`src/rtl/otsc_pkg.sv`:
```
// types, constants and the crc update shared by the scratchpad check block
package otsc_pkg;

  localparam int unsigned ByteW    = 8;
  localparam int unsigned TempW    = 16;
  localparam int unsigned StatusW  = 3;
  localparam int unsigned PosW     = 4;
  localparam int unsigned CfgIdxW  = 2;
  localparam int unsigned CfgDataW = 16;

  localparam logic [ByteW-1:0] CrcPoly = 8'h8C;

  localparam logic [TempW-1:0] RawReadError = 16'hFFFF;
  localparam logic [TempW-1:0] RawPowerOn   = 16'(85 * 16);

  localparam logic signed [TempW-1:0] LowLimitReset  = -16'sd880;
  localparam logic signed [TempW-1:0] HighLimitReset = 16'sd2000;

  localparam logic [PosW-1:0] PosFirst = 4'd0;
  localparam logic [PosW-1:0] PosHigh  = 4'd1;
  localparam logic [PosW-1:0] PosCrc   = 4'd8;
  localparam logic [PosW-1:0] PosIdle  = 4'd9;

  typedef enum logic [CfgIdxW-1:0] {
    RegLowLimit  = 2'd0,
    RegHighLimit = 2'd1
  } cfg_reg_e;

  typedef enum logic [StatusW-1:0] {
    StOk       = 3'd0,
    StCrcError = 3'd1,
    StReadErr  = 3'd2,
    StPowerOn  = 3'd3,
    StOutRange = 3'd4
  } status_e;

  typedef struct packed {
    logic signed [TempW-1:0] raw_temperature;
    logic [ByteW-1:0]        computed_crc;
    status_e                 status;
  } result_t;

  // reflected 1-wire crc, one byte at a time
  function automatic logic [ByteW-1:0] crc8_byte(input logic [ByteW-1:0] crc,
                                                 input logic [ByteW-1:0] data);
    logic [ByteW-1:0] c;
    c = crc ^ data;
    for (int b = 0; b < ByteW; b++) begin
      c = c[0] ? ((c >> 1) ^ CrcPoly) : (c >> 1);
    end
    return c;
  endfunction

endpackage

```
`src/rtl/otsc_if.sv`:
```
// valid/ready channel interfaces for scratchpad bytes, results and register writes
interface otsc_in_if;
  logic                          valid;
  logic                          ready;
  logic [otsc_pkg::ByteW-1:0]    byte_value;
  logic                          frame_start;

  modport source (output valid, byte_value, frame_start, input ready);
  modport sink   (input valid, byte_value, frame_start, output ready);
endinterface

interface otsc_out_if;
  logic                              valid;
  logic                              ready;
  logic signed [otsc_pkg::TempW-1:0] raw_temperature;
  logic [otsc_pkg::ByteW-1:0]        computed_crc;
  logic [otsc_pkg::StatusW-1:0]      status;

  modport source (output valid, raw_temperature, computed_crc, status, input ready);
  modport sink   (input valid, raw_temperature, computed_crc, status, output ready);
endinterface

interface otsc_cfg_if;
  logic                          valid;
  logic                          ready;
  logic [otsc_pkg::CfgIdxW-1:0]  reg_index;
  logic [otsc_pkg::CfgDataW-1:0] wdata;

  modport source (output valid, reg_index, wdata, input ready);
  modport sink   (input valid, reg_index, wdata, output ready);
endinterface

```
`src/rtl/onewire_temp_scratchpad_check.sv`:
```
// top level of the 1-wire scratchpad check: input register, frame tracker, result register
//
//   channel  dir  beat carries                                 
//   in_i     in   byte_value[7:0], frame_start                 
//   out_o    out  raw_temperature[15:0], computed_crc, status  
//   cfg_i    in   reg_index[1:0], wdata[15:0] (low/high limit) 
//
// one byte per cycle unless a held result stalls byte 8; a beat waits in the
// input register, and its result shows on out_o the cycle after processing.
// reset clears the frame to position 0 and the limits to -880 and 2000.
// a held result only stalls a byte that would make the next result; other
// bytes keep flowing past it. register writes are always taken.
module onewire_temp_scratchpad_check (
  input  logic        clk_i,
  input  logic        rst_ni,
  otsc_in_if.sink     in_i,
  otsc_out_if.source  out_o,
  otsc_cfg_if.sink    cfg_i
);

  logic                       in_vld_q;
  logic [otsc_pkg::ByteW-1:0] in_byte_q;
  logic                       in_start_q;

  logic signed [otsc_pkg::TempW-1:0] low_limit_q, high_limit_q;

  logic              out_vld_q;
  otsc_pkg::result_t out_res_q;

  logic              emit;
  logic              proc_fire;
  logic              load;
  logic              out_stall;
  otsc_pkg::result_t result;

  otsc_frame u_frame (
    .clk_i         (clk_i),
    .rst_ni        (rst_ni),
    .beat_i        (proc_fire),
    .byte_value_i  (in_byte_q),
    .frame_start_i (in_start_q),
    .low_limit_i   (low_limit_q),
    .high_limit_i  (high_limit_q),
    .emit_o        (emit),
    .result_o      (result)
  );

  assign out_stall = out_vld_q && !out_o.ready;

  // emit only looks at the frame position, so it is valid before proc_fire is known
  assign proc_fire = in_vld_q && !(out_stall && emit);
  assign load      = proc_fire && emit;

  assign in_i.ready  = !in_vld_q || proc_fire;
  assign cfg_i.ready = 1'b1;

  assign out_o.valid           = out_vld_q;
  assign out_o.raw_temperature = out_res_q.raw_temperature;
  assign out_o.computed_crc    = out_res_q.computed_crc;
  assign out_o.status          = out_res_q.status;

  always_ff @(posedge clk_i or negedge rst_ni) begin
    if (!rst_ni) begin
      in_vld_q <= 1'b0;
    end else if (in_i.ready) begin
      in_vld_q <= in_i.valid;
    end
  end

  always_ff @(posedge clk_i) begin
    if (in_i.valid && in_i.ready) begin
      in_byte_q  <= in_i.byte_value;
      in_start_q <= in_i.frame_start;
    end
  end

  always_ff @(posedge clk_i or negedge rst_ni) begin
    if (!rst_ni) begin
      low_limit_q  <= otsc_pkg::LowLimitReset;
      high_limit_q <= otsc_pkg::HighLimitReset;
    end else if (cfg_i.valid) begin
      if (cfg_i.reg_index == otsc_pkg::RegLowLimit) begin
        low_limit_q <= $signed(cfg_i.wdata);
      end
      if (cfg_i.reg_index == otsc_pkg::RegHighLimit) begin
        high_limit_q <= $signed(cfg_i.wdata);
      end
    end
  end

  always_ff @(posedge clk_i or negedge rst_ni) begin
    if (!rst_ni) begin
      out_vld_q <= 1'b0;
    end else if (load) begin
      out_vld_q <= 1'b1;
    end else if (out_o.ready) begin
      out_vld_q <= 1'b0;
    end
  end

  always_ff @(posedge clk_i) begin
    if (load) begin
      out_res_q <= result;
    end
  end

endmodule

```
`src/rtl/otsc_frame.sv`:
```
// frame tracker: byte position, running crc, kept temperature bytes and status checks
module otsc_frame (
  input  logic                                clk_i,
  input  logic                                rst_ni,
  input  logic                                beat_i,
  input  logic [otsc_pkg::ByteW-1:0]          byte_value_i,
  input  logic                                frame_start_i,
  input  logic signed [otsc_pkg::TempW-1:0]   low_limit_i,
  input  logic signed [otsc_pkg::TempW-1:0]   high_limit_i,
  output logic                                emit_o,
  output otsc_pkg::result_t                   result_o
);

  logic [otsc_pkg::PosW-1:0]  pos_q, pos_d, pos_eff;
  logic [otsc_pkg::ByteW-1:0] crc_q, crc_d, crc_eff;
  logic [otsc_pkg::ByteW-1:0] lo_q, lo_d, hi_q, hi_d;
  logic [otsc_pkg::TempW-1:0] raw_u;
  logic signed [otsc_pkg::TempW-1:0] raw_s;
  otsc_pkg::status_e status;

  // a start flag restarts the frame before this byte is looked at
  assign pos_eff = frame_start_i ? otsc_pkg::PosFirst : pos_q;
  assign crc_eff = frame_start_i ? '0 : crc_q;

  assign raw_u = {hi_q, lo_q};
  assign raw_s = $signed(raw_u);

  always_comb begin
    priority if (crc_eff != byte_value_i) begin
      status = otsc_pkg::StCrcError;
    end else if (raw_u == otsc_pkg::RawReadError) begin
      status = otsc_pkg::StReadErr;
    end else if (raw_u == otsc_pkg::RawPowerOn) begin
      status = otsc_pkg::StPowerOn;
    end else if (raw_s <= low_limit_i || raw_s >= high_limit_i) begin
      status = otsc_pkg::StOutRange;
    end else begin
      status = otsc_pkg::StOk;
    end
  end

  // the presented byte closes the frame; independent of beat_i
  assign emit_o   = (pos_eff == otsc_pkg::PosCrc);
  assign result_o = '{raw_temperature: raw_s, computed_crc: crc_eff, status: status};

  always_comb begin
    pos_d = pos_q;
    crc_d = crc_q;
    lo_d  = lo_q;
    hi_d  = hi_q;
    if (beat_i) begin
      pos_d = pos_eff;
      crc_d = crc_eff;
      if (pos_eff < otsc_pkg::PosCrc) begin
        crc_d = otsc_pkg::crc8_byte(crc_eff, byte_value_i);
        if (pos_eff == otsc_pkg::PosFirst) begin
          lo_d = byte_value_i;
        end
        if (pos_eff == otsc_pkg::PosHigh) begin
          hi_d = byte_value_i;
        end
        pos_d = pos_eff + 1'b1;
      end else if (pos_eff == otsc_pkg::PosCrc) begin
        pos_d = otsc_pkg::PosIdle;
      end
    end
  end

  always_ff @(posedge clk_i or negedge rst_ni) begin
    if (!rst_ni) begin
      pos_q <= '0;
      crc_q <= '0;
      lo_q  <= '0;
      hi_q  <= '0;
    end else begin
      pos_q <= pos_d;
      crc_q <= crc_d;
      lo_q  <= lo_d;
      hi_q  <= hi_d;
    end
  end

endmodule
```
`src/flat_wrapper.sv`:
```
// flat-port wrapper written by rule: the top's interface ports become plain ports
module onewire_temp_scratchpad_check_flat 
  (clk_i, rst_ni, in_i_valid, in_i_byte_value, in_i_frame_start, in_i_ready, out_o_valid, out_o_raw_temperature, out_o_computed_crc, out_o_status, out_o_ready, cfg_i_valid, cfg_i_reg_index, cfg_i_wdata, cfg_i_ready);
  otsc_in_if in_i_i ();
  otsc_out_if out_o_i ();
  otsc_cfg_if cfg_i_i ();
  input  logic clk_i;
  input  logic rst_ni;
  input wire logic [$bits(in_i_i.valid)-1:0] in_i_valid;
  input wire logic [$bits(in_i_i.byte_value)-1:0] in_i_byte_value;
  input wire logic [$bits(in_i_i.frame_start)-1:0] in_i_frame_start;
  output wire logic [$bits(in_i_i.ready)-1:0] in_i_ready;
  output wire logic [$bits(out_o_i.valid)-1:0] out_o_valid;
  output wire logic [$bits(out_o_i.raw_temperature)-1:0] out_o_raw_temperature;
  output wire logic [$bits(out_o_i.computed_crc)-1:0] out_o_computed_crc;
  output wire logic [$bits(out_o_i.status)-1:0] out_o_status;
  input wire logic [$bits(out_o_i.ready)-1:0] out_o_ready;
  input wire logic [$bits(cfg_i_i.valid)-1:0] cfg_i_valid;
  input wire logic [$bits(cfg_i_i.reg_index)-1:0] cfg_i_reg_index;
  input wire logic [$bits(cfg_i_i.wdata)-1:0] cfg_i_wdata;
  output wire logic [$bits(cfg_i_i.ready)-1:0] cfg_i_ready;
  assign in_i_i.valid = in_i_valid;
  assign in_i_i.byte_value = in_i_byte_value;
  assign in_i_i.frame_start = in_i_frame_start;
  assign in_i_ready = in_i_i.ready;
  assign out_o_valid = out_o_i.valid;
  assign out_o_raw_temperature = out_o_i.raw_temperature;
  assign out_o_computed_crc = out_o_i.computed_crc;
  assign out_o_status = out_o_i.status;
  assign out_o_i.ready = out_o_ready;
  assign cfg_i_i.valid = cfg_i_valid;
  assign cfg_i_i.reg_index = cfg_i_reg_index;
  assign cfg_i_i.wdata = cfg_i_wdata;
  assign cfg_i_ready = cfg_i_i.ready;
  onewire_temp_scratchpad_check u_core (.clk_i(clk_i), .rst_ni(rst_ni), .in_i(in_i_i), .out_o(out_o_i), .cfg_i(cfg_i_i));
endmodule
```
`config.mk`:
```
export PLATFORM = sky130hd
export DESIGN_NAME = onewire_temp_scratchpad_check_flat
export DESIGN_NICKNAME = d
export VERILOG_FILES = /design/src/rtl/otsc_pkg.sv /design/src/rtl/otsc_if.sv /design/src/rtl/onewire_temp_scratchpad_check.sv /design/src/rtl/otsc_frame.sv /design/src/flat_wrapper.sv
export SDC_FILE = /design/constraint.sdc
export NUM_CORES = 1
export LEC_CHECK = 0
export BUFFER_PORTS_ARGS = -buffer_cell sky130_fd_sc_hd__buf_2
export CELL_PAD_IN_SITES_DETAIL_PLACEMENT = 0
export CELL_PAD_IN_SITES_GLOBAL_PLACEMENT = 1
export CORE_UTILIZATION = 35
export CTS_BUF_LIST = sky130_fd_sc_hd__clkbuf_8
export DETAILED_ROUTE_END_ITERATION = 10
export PLACE_DENSITY_LB_ADDON = 0.1
export SYNTH_ARGS = -nofsm -noshare
export SYNTH_HDL_FRONTEND = slang
export SYNTH_SLANG_ARGS = --single-unit
export TNS_END_PERCENT = 10
```
`constraint.sdc`:
```
create_clock -name clk_i -period 3 [get_ports clk_i]
set_input_delay 0 -clock clk_i [delete_from_list [all_inputs] [get_ports clk_i]]
set_output_delay 0 -clock clk_i [all_outputs]
set_load 0.02 [all_outputs]
```
# Word level (Yosys, flattened, before mapping)

Cells that the tools add are included.

Register bits: 98
Input port bits: 32

Add/subtract/negate cells: 1
Magnitude comparators: 3
Equal/unequal tests: 6
Muxes and demuxes: 18
Bitwise operators: 9
Reductions and logical operators: 18

Operators with widths:

| kind                 | number |
|---|---|
| $mux 8               | 10 |
| $not 2->3            | 8 |
| $eq 16x11->1 const B | 1 |
| $eq 16x16->1 const B | 1 |
| $ge 16x16->1         | 1 |
| $le 16x16->1         | 1 |
| $mux 4               | 3 |
| $ne 8x8->1           | 1 |
| $xor 8x8->8          | 1 |
| $reduce_and 3->1     | 2 |
| $logic_and 1x1->1    | 5 |
| $add 4x1->4 const B  | 1 |
| $eq 4x1->1 const B   | 1 |
| $eq 4x4->1 const B   | 1 |
| $logic_not 4->1      | 1 |
| $lt 4x4->1 const B   | 1 |
| $mux 2               | 2 |
| $reduce_and 2->1     | 2 |
| $logic_not 1->1      | 3 |
| $mux 3               | 1 |
| $reduce_or 3->1      | 1 |
| $eq 2x1->1 const B   | 1 |
| $logic_not 2->1      | 1 |
| $logic_or 1x1->1     | 2 |
| 2 further kinds      | 3 |

# Logic depth before layout (Yosys ltp)

Depth after elaboration: 19
Gate-level depth with buffers: 9
Mapped depth without buffers: 8

# By module

Synthesis repeated with hierarchy kept, for this count alone.

Cells, all modules: 376
Area total of the unflattened synthesis: 4,862.2 um^2

By module, submodules not included:

| module                        | times used | cells an instance | area an instance (um^2) | seq. area each (um^2) |
|---|---|---|---|---|
| otsc_frame                    | 1          | 260               | 2,441.1                 | 700.7 |
| onewire_temp_scratchpad_check | 1          | 116               | 2,421.1                 | 1,949.4 |

# Worst setup path after synthesis

No wires, ideal clock.

Path type: flip-flop to flip-flop
From: register u_core.in_start_q
To: register u_core.out_res_q (netlist bit u_core.out_o.computed_crc[0]), enable pin
Library setup time: 411 ps
Data arrival time: 2,256 ps
Data required time: 2,589 ps
Path slack: 333 ps
Stages on the path, launching flop included: 9
Path buffers: 1
Path through: edfxtp_1 > buf_6 > inv_2 > nand2_1 > ha_1 > nand2b_1 > nor2_1 > nand2_1 > nor2_1

Longest elaborated chain between the ends: 6

RTL lines:

| element                | RTL line                             | text |
|---|---|---|
| from (decl)            | onewire_temp_scratchpad_check.sv:23  | `logic in_start_q;` |
| from (signal assigned) | onewire_temp_scratchpad_check.sv:73  | `in_start_q <= in_i.frame_start;` |
| $mux 4 (*)             | otsc_frame.sv:22                     | `assign pos_eff = frame_start_i ? otsc_pkg::PosFirst : pos_q;` |
| $eq 4x4->1 (*)         | otsc_frame.sv:43                     | `assign emit_o = (pos_eff == otsc_pkg::PosCrc);` |
| $logic_and 1x1->1      | onewire_temp_scratchpad_check.sv:51  | `assign proc_fire = in_vld_q && !(out_stall && emit);` |
| $logic_not 1->1        | onewire_temp_scratchpad_check.sv:51  |  |
| $logic_and 1x1->1      | onewire_temp_scratchpad_check.sv:51  |  |
| $logic_and 1x1->1 (*)  | onewire_temp_scratchpad_check.sv:52  | `assign load = proc_fire && emit;` |
| named net u_core.load  | onewire_temp_scratchpad_check.sv:32  | `logic load;` |
| to (signal assigned)   | onewire_temp_scratchpad_check.sv:103 | `out_res_q <= result;` |
| to (decl)              | onewire_temp_scratchpad_check.sv:28  | `otsc_pkg::result_t out_res_q;` |

The timed path passes the listed nets; every way through them passes the cells marked *.
A chain may end at the register's enable or synchronous reset.

# Worst setup path in the final report

From: register u_core.low_limit_q[15] (netlist name)
To: register u_core.out_res_q (netlist bit u_core.out_o.status[2]) (data pin)

Longest elaborated chain between the ends: 3

RTL lines:

| element                | RTL line                            | text |
|---|---|---|
| from (decl)            | onewire_temp_scratchpad_check.sv:25 | `logic signed [otsc_pkg::TempW-1:0] low_limit_q, high_limit_q;` |
| from (signal assigned) | onewire_temp_scratchpad_check.sv:79 | `low_limit_q <= otsc_pkg::LowLimitReset;` |
| from (signal assigned) | onewire_temp_scratchpad_check.sv:83 | `low_limit_q <= $signed(cfg_i.wdata);` |
| $le 16x16->1           | otsc_frame.sv:35                    | `end else if (raw_s <= low_limit_i \|\| raw_s >= high_limit_i) begin` |
| $logic_or 1x1->1       | otsc_frame.sv:35                    |  |
| $mux 3                 | otsc_frame.sv:35                    |  |

Every way passes these cells.

==> flow_metrics.env <==
export IMPL_arrival_ns=2.71
export IMPL_drc=0
export IMPL_cts_sinks=98
export IMPL_worst_slew_pin_transition_ns=0.955
export IMPL_synth_edf_count=36
export IMPL_clock_latency_ns=0.38
export IMPL_cts_buffers=9
export IMPL_regToRegEndpoint="u_core.out_o.status[2]"
export IMPL_dpl_cell_area_um2=5340
export IMPL_reg2reg_depth=7
export IMPL_root_buffer="clkbuf_8"
export IMPL_synth_seq_cells=98
export IMPL_setup_violations=0
export IMPL_min_period_ns=2.51
export IMPL_holdPathEnd="u_core.low_limit_q[13]"
export IMPL_hold_depth=5
export IMPL_hold_path_class="primary input to flip-flop"
export IMPL_max_freq_ghz=0.399
export IMPL_layout_drive_gt1_share_pct=26.9
export IMPL_wl_mm=11.0
export IMPL_layout_commonest_cell="buf_2"
export IMPL_final_cell_mix="buf_2 (60), dfrtp_1 (48), nand2_1 (37)"
export IMPL_io_pins=62
export IMPL_cts_tree="yes"
export IMPL_synth_nets=469
export IMPL_yosysWarnings=0
export IMPL_gp_congestion=0.778
export IMPL_rsz0062_at_grt="false"
export IMPL_hold_viol=0
export IMPL_core_um2=13300
export IMPL_dieArea_um2=14300
export IMPL_holdWs_ns=0.133
export IMPL_async_flop_share_pct=63.3
export IMPL_grt_usage_pct=16.9
export IMPL_row_count=42
export IMPL_crit_required_ns=3.21
export IMPL_cts_htree_levels=3
export IMPL_clock_path_buffers=2
export IMPL_worst_path_max_fanout=4
export IMPL_antennaDiodeCount=0
export IMPL_fin_setup_tns_ns=0
export IMPL_outcome="complete, no violations"
export IMPL_worstSetupPathType="flip-flop to flip-flop"
export IMPL_post_synth_num_cell_types=47
export IMPL_syn2layout_area_growth_pct=22.0
export IMPL_power_density_nw_per_um2=785
export IMPL_hp_start="cfg_i_reg_index[1]"
export IMPL_grt_pass1_vias=3274
export IMPL_relSlewSlack_pct=36.2
export IMPL_fin_worst_skew_ns=0.0126
export IMPL_viasPerCell=4.82
export IMPL_netlist_area_um2=4820
export IMPL_crit_buf_inv=1
export IMPL_rr_startpoint="u_core.low_limit_q[15]"
export IMPL_cap_violations=0
export IMPL_nets=564
export IMPL_leakage_nw=2.51
export IMPL_antenna_left=0
export IMPL_ir_drop_v=0.000212
export IMPL_initial_core_util_pct=36.1
export IMPL_die_y_um=119
export IMPL_r2r_slack_ns=0.49
export IMPL_setup_slack_ns=0.495
export IMPL_min_period_over_period_pct=83.5
export IMPL_antenna_found_initial=0
export IMPL_synth_flop_cell="dfrtp_1"
export IMPL_routed_via_count=3268
export IMPL_start_kind="flip-flop"
export IMPL_cts_clk_slew_worst_paths_ns=0.10
export IMPL_max_stage_delay_ns=0.60
export IMPL_crit_family="compound AO/OA/AOI/OAI gates"
export IMPL_seq_area_frac_synth_pct=54.9
export IMPL_hpwl_mm=7.65
export IMPL_cpMaxStageDelayCell="a2111oi_0"
export IMPL_slew_violations=0
export IMPL_path_cells="inv_1 -> ha_1 -> nand4_1 -> a2111oi_0 -> nor3_1 -> xor2_1 -> a311oi_1"
export IMPL_wl_per_cell_um=16.3
export IMPL_netlist_instances=402
export IMPL_portBuffers=60
export IMPL_post_route_util_pct=44.1
export IMPL_stdcell_area_um2=5890
export IMPL_grt_max_degree=63
export IMPL_dr_pass1_iters=4
export IMPL_die_w_um=119
export IMPL_dpl_worst_slack_ns=0.536
export IMPL_drtIter0Drc=115
export IMPL_syn_mean_instance_area_um2=12.0
export IMPL_critPathCaptureType="flip-flop"
export IMPL_globalRouteOverflowTotal=0
export IMPL_grt_first_pass_wirelength_mm=17.9
kinds of logic after synthesis:
| group | after synthesis | synth area share [%] |
|---|---|---|
| mux | 37 | 8.61 |
| buf+inv | 44 | 3.66 |
| simple gates | 98 | 10.3 |
| compound gates | 65 | 8.17 |
| xor+xnor | 24 | 5.14 |
| flops | 98 | 54.9 |
| fa+ha+maj | 35 | 9.08 |
| other cells | 1 | 0.0777 |
cell usage after synthesis, types with 2 or more instances:
cell | count | area (um^2)
nor2_1 | 11 | 41.3
nand2_1 | 37 | 139
o21ai_1 | 5 | 25.0
dfstp_2 | 14 | 368
nor3_1 | 6 | 30.0
o21ai_0 | 18 | 90.1
nand2b_1 | 4 | 25.0
xnor2_2 | 3 | 48.8
xor2_1 | 5 | 43.8
o32ai_1 | 4 | 35.0
a31oi_1 | 5 | 31.3
a21oi_1 | 17 | 85.1
a211oi_1 | 2 | 15.0
nand4_1 | 14 | 87.6
ha_1 | 35 | 438
mux2_1 | 2 | 22.5
edfxtp_1 | 36 | 1080
nor2b_1 | 10 | 62.6
clkbuf_1 | 7 | 26.3
o211ai_1 | 3 | 22.5
mux2_2 | 34 | 383
a21o_1 | 4 | 30.0
nor4_1 | 5 | 31.3
xnor2_1 | 15 | 131
inv_1 | 34 | 128
dfrtp_1 | 48 | 1200
nand3_1 | 4 | 20.0
state kept, by name, indices dropped and copies added, names as in the netlist:
name,cells
u_core.out_o.status,3
u_core.u_frame.pos_q,4
u_core.in_start_q,1
u_core.out_o.computed_crc,8
u_core.u_frame.crc_q,8
u_core.out_o.raw_temperature,16
u_core.out_o.valid,1
u_core.u_frame.lo_q,8
u_core.low_limit_q,16
u_core.in_vld_q,1
u_core.high_limit_q,16
u_core.in_byte_q,8
u_core.u_frame.hi_q,8
stage by stage:
stage,std cells,power (mW)
floorplan,402,3.09
global placement,633,3.48
detailed placement,633,3.52
CTS,678,4.67
global route,678,4.97
finish,678,4.62
cell type report:
type                            instances  area [um^2]
Sequential cell                        98         2650
Timing Repair Buffer                   93          621
Fill cell                            1313         7460
Tap cell                              176          220
Inverter                               35          131
Clock inverter                          7          135
Multi-Input combinational cell        260         2000
Clock buffer                            9          124
worst min-delay path: cells and delay by family:
kind                   cells  cell delay (ns)
AO/OA/AOI/OAI              1             0.07
AND/OR/NAND/NOR            2             0.13
buffers and inverters      2             0.30
per-layer routing:
metal,vias up,global-route usage (%),share of wire (%)
li1,1623,-,-
met1,1573,24.9,52
met2,61,24.2,43
met3,11,2.68,3.2
met4,0,7.50,1.8
met5,-,0,0
how the worst max path moves through the flow:
stage | end | slack (ns) | cells after the start | startpoint
global route | u_core.out_o.status[2] | 0.38 | 7 | u_core.low_limit_q[15]
CTS | u_core.out_o.status[2] | 0.52 | 7 | u_core.low_limit_q[15]
global placement | u_core.out_o.status[2] | 0.52 | 7 | u_core.low_limit_q[15]
floorplan | u_core.out_o.computed_crc[0] | 0.33 | 8 | u_core.in_start_q
detailed placement | u_core.out_o.status[2] | 0.54 | 7 | u_core.low_limit_q[15]
finish | u_core.out_o.status[2] | 0.49 | 7 | u_core.low_limit_q[15]
power breakdown:
part           leakage (nW)  switching, mW  total, mW  internal, mW
Combinational          1.32          0.719       1.46         0.744
Sequential             1.06          0.347       2.06          1.71
Clock                 0.132          0.465       1.10         0.632
Total                  2.51           1.53       4.62          3.09
repair_timing:
action	4_1_cts	5_1_grt
gates resized for setup	0	0
hold buffers	29	0
setup buffers	0	0
endpoints found under the hold margin	91	0
(Power assumes the default switching activity.)
